[config.mk]
export PLATFORM = sky130hd
export DESIGN_NAME = bde_cell
export DESIGN_NICKNAME = d
export VERILOG_FILES = /design/src/bde_pkg.sv /design/src/bde_cell.sv
export SDC_FILE = /design/constraint.sdc
export NUM_CORES = 1
export LEC_CHECK = 0
export BUFFER_PORTS_ARGS = -buffer_cell sky130_fd_sc_hd__buf_2
export CORE_UTILIZATION = 34
export DETAILED_ROUTE_END_ITERATION = 7
export GPL_TIMING_DRIVEN = 1
export PLACE_DENSITY = 0.82
export SETUP_SLACK_MARGIN = 0.02
export SYNTH_ARGS = -nofsm -noshare
export SYNTH_HDL_FRONTEND = slang
export SYNTH_SLANG_ARGS = --single-unit
[constraint.sdc]
create_clock -name i_clk -period 1.85 [get_ports i_clk]
set_input_delay 0.185 -clock i_clk [delete_from_list [all_inputs] [get_ports i_clk]]
set_output_delay 0.185 -clock i_clk [all_outputs]
set_load 0.01 [all_outputs]
[src/bde_pkg.sv]
`timescale 1ns / 1ps
// ----------------------------------------------------------------------------
// Bounded deque engine package
// Widths, request codes, cell control and tree sizing shared by the design, checker and testbench files.
// ----------------------------------------------------------------------------
package bde_pkg;

    localparam int WORD_W    = 32;
    localparam int MODE_W    = 3;
    localparam int CAP_W     = 7;
    localparam int OCC_W     = 7;
    localparam int DEPTH_DEF = 64;
    localparam int FAN_IN    = 8;

    localparam logic [CAP_W-1:0]         CAP_RESET  = 7'd64;
    localparam logic signed [WORD_W-1:0] EMPTY_WORD = -32'sd1;

    // Request codes
    localparam logic [MODE_W-1:0] MODE_PUSH_FRONT = 3'd0;
    localparam logic [MODE_W-1:0] MODE_PUSH_REAR  = 3'd1;
    localparam logic [MODE_W-1:0] MODE_POP_FRONT  = 3'd2;
    localparam logic [MODE_W-1:0] MODE_POP_REAR   = 3'd3;
    localparam logic [MODE_W-1:0] MODE_PEEK       = 3'd4;

    // Control broadcast to every cell of the chain
    typedef struct packed {
        logic en;         // an item updates the chain this cycle
        logic shr;        // shift toward the rear, new word enters cell 0
        logic shl;        // shift toward the front
        logic push_rear;  // write the word into the first free cell
    } t_cell_ctl;

    // Number of registered OR levels needed to reduce depth leaves
    function automatic int tree_levels(input int depth);
        int lv;
        int span;
        lv   = 1;
        span = FAN_IN;
        while (span < depth) begin
            span = span * FAN_IN;
            lv   = lv + 1;
        end
        return lv;
    endfunction

    // Leaf count padded to a full tree
    function automatic int tree_span(input int depth);
        int span;
        int lv;
        span = 1;
        for (lv = 0; lv < tree_levels(depth); lv++) begin
            span = span * FAN_IN;
        end
        return span;
    endfunction

endpackage

[src/bde_cell.sv]
`timescale 1ns / 1ps
// ----------------------------------------------------------------------------
// Bounded deque engine cell
// Holds one deque entry; shifts with its neighbors and marks the rear entry.
// ----------------------------------------------------------------------------
module bde_cell #(
    parameter int DEPTH = bde_pkg::DEPTH_DEF,
    parameter int IDX   = 0
) (
    input  logic                                        i_clk,
    input  logic                                        i_rst_n,
    input  bde_pkg::t_cell_ctl                          i_ctl,
    input  logic [$clog2(DEPTH+1)-1:0]                  i_count,
    input  logic [$clog2(DEPTH+1)-1:0]                  i_count_nxt,
    input  logic signed [bde_pkg::WORD_W-1:0]           i_value,
    input  logic signed [bde_pkg::WORD_W-1:0]           i_left,
    input  logic signed [bde_pkg::WORD_W-1:0]           i_right,
    output logic signed [bde_pkg::WORD_W-1:0]           o_data,
    output logic signed [bde_pkg::WORD_W-1:0]           o_tap
);

    localparam int CW = $clog2(DEPTH + 1);

    logic signed [bde_pkg::WORD_W-1:0] r_data;
    logic signed [bde_pkg::WORD_W-1:0] n_data;
    logic                              r_mark;

    // Pick the word this cell holds after the item
    always_comb begin
        n_data = r_data;
        if (i_ctl.shr) begin
            n_data = i_left;
        end else if (i_ctl.shl) begin
            n_data = i_right;
        end else if (i_ctl.push_rear && (i_count == CW'(IDX))) begin
            n_data = i_value;
        end
    end

    // Advance the entry
    always_ff @(posedge i_clk) begin
        if (i_ctl.en) begin
            r_data <= n_data;
        end
    end

    // Track whether this cell holds the rear entry
    always_ff @(posedge i_clk) begin
        if (!i_rst_n) begin
            r_mark <= 1'b0;
        end else if (i_ctl.en) begin
            r_mark <= (i_count_nxt == CW'(IDX + 1));
        end
    end

    assign o_data = r_data;
    assign o_tap  = r_mark ? r_data : '0;

endmodule

==> impl_metrics.xml <==
<?xml version="1.0" encoding="UTF-8"?>
<metrics>
  <group name="global_route">
    <metric name="grt.total_usage" unit="">0.159</metric>
    <metric name="grt.busiest_layer" unit="">met2</metric>
    <metric name="antenna_found_initial" unit="">0</metric>
    <metric name="grtUsageMet1" unit="">0.161</metric>
    <metric name="largest_net_degree_at_the_start_of_global_routing" unit="">37</metric>
    <metric name="globalRouteMet2Util" unit="">0.323</metric>
    <metric name="grtUsageMet3" unit="">0.0200</metric>
    <metric name="grt_first_pass_wirelength" unit="µm">7450</metric>
    <metric name="first_global_vias" unit="">1751</metric>
    <metric name="grt_overflow" unit="">0</metric>
  </group>
  <group name="placed_design">
    <metric name="detailedPlace.worstSlack" unit="ns">0.370</metric>
    <metric name="port_buffers" unit="">179</metric>
    <metric name="gp_congestion" unit="">0.717</metric>
    <metric name="dpl.cell_count" unit="">429</metric>
    <metric name="detailed_place_hpwl" unit="µm">4160</metric>
    <metric name="placed_cell_area" unit="mm²">0.00289</metric>
  </group>
  <group name="timing">
    <metric name="rsz0062_at_grt" unit="">no</metric>
    <metric name="totalNegativeSetupSlack" unit="ns">0</metric>
    <metric name="setup_ws" unit="ns">0.559</metric>
    <metric name="drv_slew" unit="">0</metric>
    <metric name="holdWs" unit="ns">0.162</metric>
    <metric name="clock_skew" unit="ns">0</metric>
    <metric name="final.min_clock_period" unit="ns">1.29</metric>
    <metric name="worst_slew_margin" unit="">0.786</metric>
    <metric name="highest_clock_rate" unit="GHz">0.775</metric>
    <metric name="hold_viol" unit="">0</metric>
    <metric name="finalSetupViolations" unit="">0</metric>
    <metric name="worst_pin_slew" unit="ns">0.322</metric>
    <metric name="period_share" unit="">0.698</metric>
  </group>
  <group name="floorplanning">
    <metric name="design.core.area" unit="mm²">0.00551</metric>
    <metric name="rows" unit="">27</metric>
    <metric name="die-area" unit="mm²">0.00602</metric>
    <metric name="start_util" unit="">0.353</metric>
    <metric name="floorplan.die.width" unit="µm">77.6</metric>
    <metric name="floorplan.io_pins" unit="">180</metric>
    <metric name="die_height" unit="µm">77.6</metric>
  </group>
  <group name="cts">
    <metric name="clock_tree.htree_level_count" unit="">2</metric>
    <metric name="tritoncts.num_buffers" unit="">5</metric>
    <metric name="cts_repair_resize_count" unit="">0</metric>
    <metric name="cts_root_buf" unit="">sky130_fd_sc_hd__clkbuf_8</metric>
    <metric name="cts_sinks" unit="">33</metric>
    <metric name="clk_pin_slew_worst_paths" unit="ns">0.06</metric>
    <metric name="cts_hold_buffers" unit="">0</metric>
    <metric name="cts_post_setup_buffers_inserted" unit="">0</metric>
    <metric name="clk_latency" unit="ns">0.27</metric>
    <metric name="bufs_on_longest_clock_path" unit="">2</metric>
    <metric name="cts_tree" unit="">yes</metric>
  </group>
  <group name="setup_path">
    <metric name="critical_path_peak_fanout" unit="">19</metric>
    <metric name="crit_arrival" unit="ns">1.11</metric>
    <metric name="cp-start-kind" unit="">flop</metric>
    <metric name="worstSetupPathType" unit="">flop to output port</metric>
    <metric name="worstPathRequired" unit="ns">1.66</metric>
    <metric name="setup.worst_path.end_class" unit="">output port</metric>
  </group>
  <group name="synthesis">
    <metric name="synth_sequential_area_ratio" unit="">0.505</metric>
    <metric name="synth_nets" unit="">300</metric>
    <metric name="ys_ff_latch" unit="">33</metric>
    <metric name="synth.avg_cell_area" unit="µm²">10.6</metric>
    <metric name="gate_count_post_synth" unit="">184</metric>
    <metric name="synthesis.area" unit="mm²">0.00194</metric>
    <metric name="synth_cell_types" unit="">18</metric>
    <metric name="yosys_warnings" unit="">0</metric>
  </group>
  <group name="flow_run">
    <metric name="drv.max_cap_violation_count" unit="">0</metric>
  </group>
  <group name="pwr">
    <metric name="cellLeakagePower" unit="nW">1.56</metric>
    <metric name="ir_worst_vdd" unit="V">0.000301</metric>
    <metric name="totalPowerFinal" unit="mW">1.79</metric>
    <metric name="powerDensity" unit="mW/mm²">605</metric>
  </group>
  <group name="cells_and_area">
    <metric name="num-nets-final" unit="">480</metric>
    <metric name="stdcell_area" unit="mm²">0.00296</metric>
    <metric name="post_route_cells_drive_above_1_share" unit="">0.530</metric>
    <metric name="total_inserted_antenna_cells" unit="">0</metric>
    <metric name="layout.cells.non_filler" unit="">436</metric>
    <metric name="finished_core_util" unit="">0.538</metric>
    <metric name="syn2layout_area_growth" unit="%">52.6</metric>
  </group>
  <group name="routing">
    <metric name="drt_iter0_drc" unit="">36</metric>
    <metric name="drt_pass1_iterations" unit="">4</metric>
    <metric name="drt_drc_violations_left" unit="">0</metric>
    <metric name="drt-vias-per-instance" unit="">4.54</metric>
    <metric name="wirelength" unit="µm">5000</metric>
    <metric name="routed_wirelength_normalized_by_instance_count" unit="µm">11.5</metric>
    <metric name="num_vias" unit="">1978</metric>
    <metric name="ant_nets" unit="">0</metric>
  </group>
  <group name="worst_hold_path">
    <metric name="hp-class" unit="">primary input to flop</metric>
  </group>
  <group name="outcome">
    <metric name="outcome" unit="">completed</metric>
  </group>
</metrics>
[layer usage]
layer  part of all wire  routed length [µm]
met3              0.060                 300
met2               0.55                2760
met4             0.0074                  37
met1               0.38                1900
met5                  0                   0
[logic make-up (layout without fill, tap and decap cells)]
logic type	after synthesis	count (layout)	synth area share
flops	33	33	0.505
buf+inv	14	194	0.0522
simple gates	71	71	0.187
compound gates	34	34	0.0909
mux	32	32	0.165
[where the power goes]
group          switching (mW)  internal, mW
combinational           0.183         0.197
clock                   0.218         0.253
sequential             0.0335         0.911
[critical path, stage by stage, from the launching register on]
cell and delay [ns]:
sky130_fd_sc_hd__dfxtp_1 0.33, sky130_fd_sc_hd__buf_4 0.20, sky130_fd_sc_hd__and2_1 0.17, sky130_fd_sc_hd__buf_2 0.13
[flip-flops by register name, summed over array words and instances (netlist names)]
register  count
r_mark        1
o_data       32
[worst paths after layout]
| kind | start | end | slack (ns) | depth (start not counted) |
|---|---|---|---|---|
| setup / recovery | r_mark | o_tap[19] | 0.56 | 3 |
| hold / removal | i_rst_n | r_mark | 0.16 | 2 |
| setup reg to reg | r_mark | r_mark | 1.05 | 3 |
| hold reg to reg | r_mark | r_mark | 0.67 | 3 |
[cell type report]
| cell class | count | area, µm² |
|---|---|---|
| tap | 72 | 90.1 |
| fill | 502 | 2540 |
| multi-input combinational | 137 | 861 |
| clock inverter | 1 | 3.75 |
| timing repair buffer | 187 | 956 |
| clock buffer | 6 | 72.6 |
| sequential | 33 | 981 |
[cells in the mapped netlist]
master	number	share of area
sky130_fd_sc_hd__a21boi_0	1	0.0039
sky130_fd_sc_hd__buf_8	3	0.023
sky130_fd_sc_hd__o31a_1	1	0.0045
sky130_fd_sc_hd__mux2i_1	32	0.16
sky130_fd_sc_hd__o21ai_1	29	0.075
sky130_fd_sc_hd__nand2b_1	1	0.0032
sky130_fd_sc_hd__nor4_1	2	0.0064
sky130_fd_sc_hd__buf_6	1	0.0058
sky130_fd_sc_hd__nor2_1	2	0.0039
sky130_fd_sc_hd__and4b_1	1	0.0052
sky130_fd_sc_hd__and2_1	32	0.10
sky130_fd_sc_hd__nand4_1	1	0.0032
sky130_fd_sc_hd__edfxtp_1	32	0.49
sky130_fd_sc_hd__o21ai_0	3	0.0077
sky130_fd_sc_hd__nand2_1	32	0.062
sky130_fd_sc_hd__clkbuf_1	4	0.0077
sky130_fd_sc_hd__dfxtp_1	1	0.010
sky130_fd_sc_hd__buf_2	6	0.015
[layout by cell type (no fill, tap or decap), types with 2 or more instances in the layout]
| master | count |
|---|---|
| sky130_fd_sc_hd__and2_1 | 32 |
| sky130_fd_sc_hd__buf_2 | 179 |
| sky130_fd_sc_hd__buf_4 | 8 |
| sky130_fd_sc_hd__clkbuf_8 | 5 |
| sky130_fd_sc_hd__edfxtp_1 | 32 |
| sky130_fd_sc_hd__mux2i_1 | 32 |
| sky130_fd_sc_hd__nand2_1 | 32 |
| sky130_fd_sc_hd__nor2_1 | 2 |
| sky130_fd_sc_hd__nor4_1 | 2 |
| sky130_fd_sc_hd__o21ai_0 | 3 |
| sky130_fd_sc_hd__o21ai_1 | 29 |
Note: power is estimated with default switching activity, not from simulation.
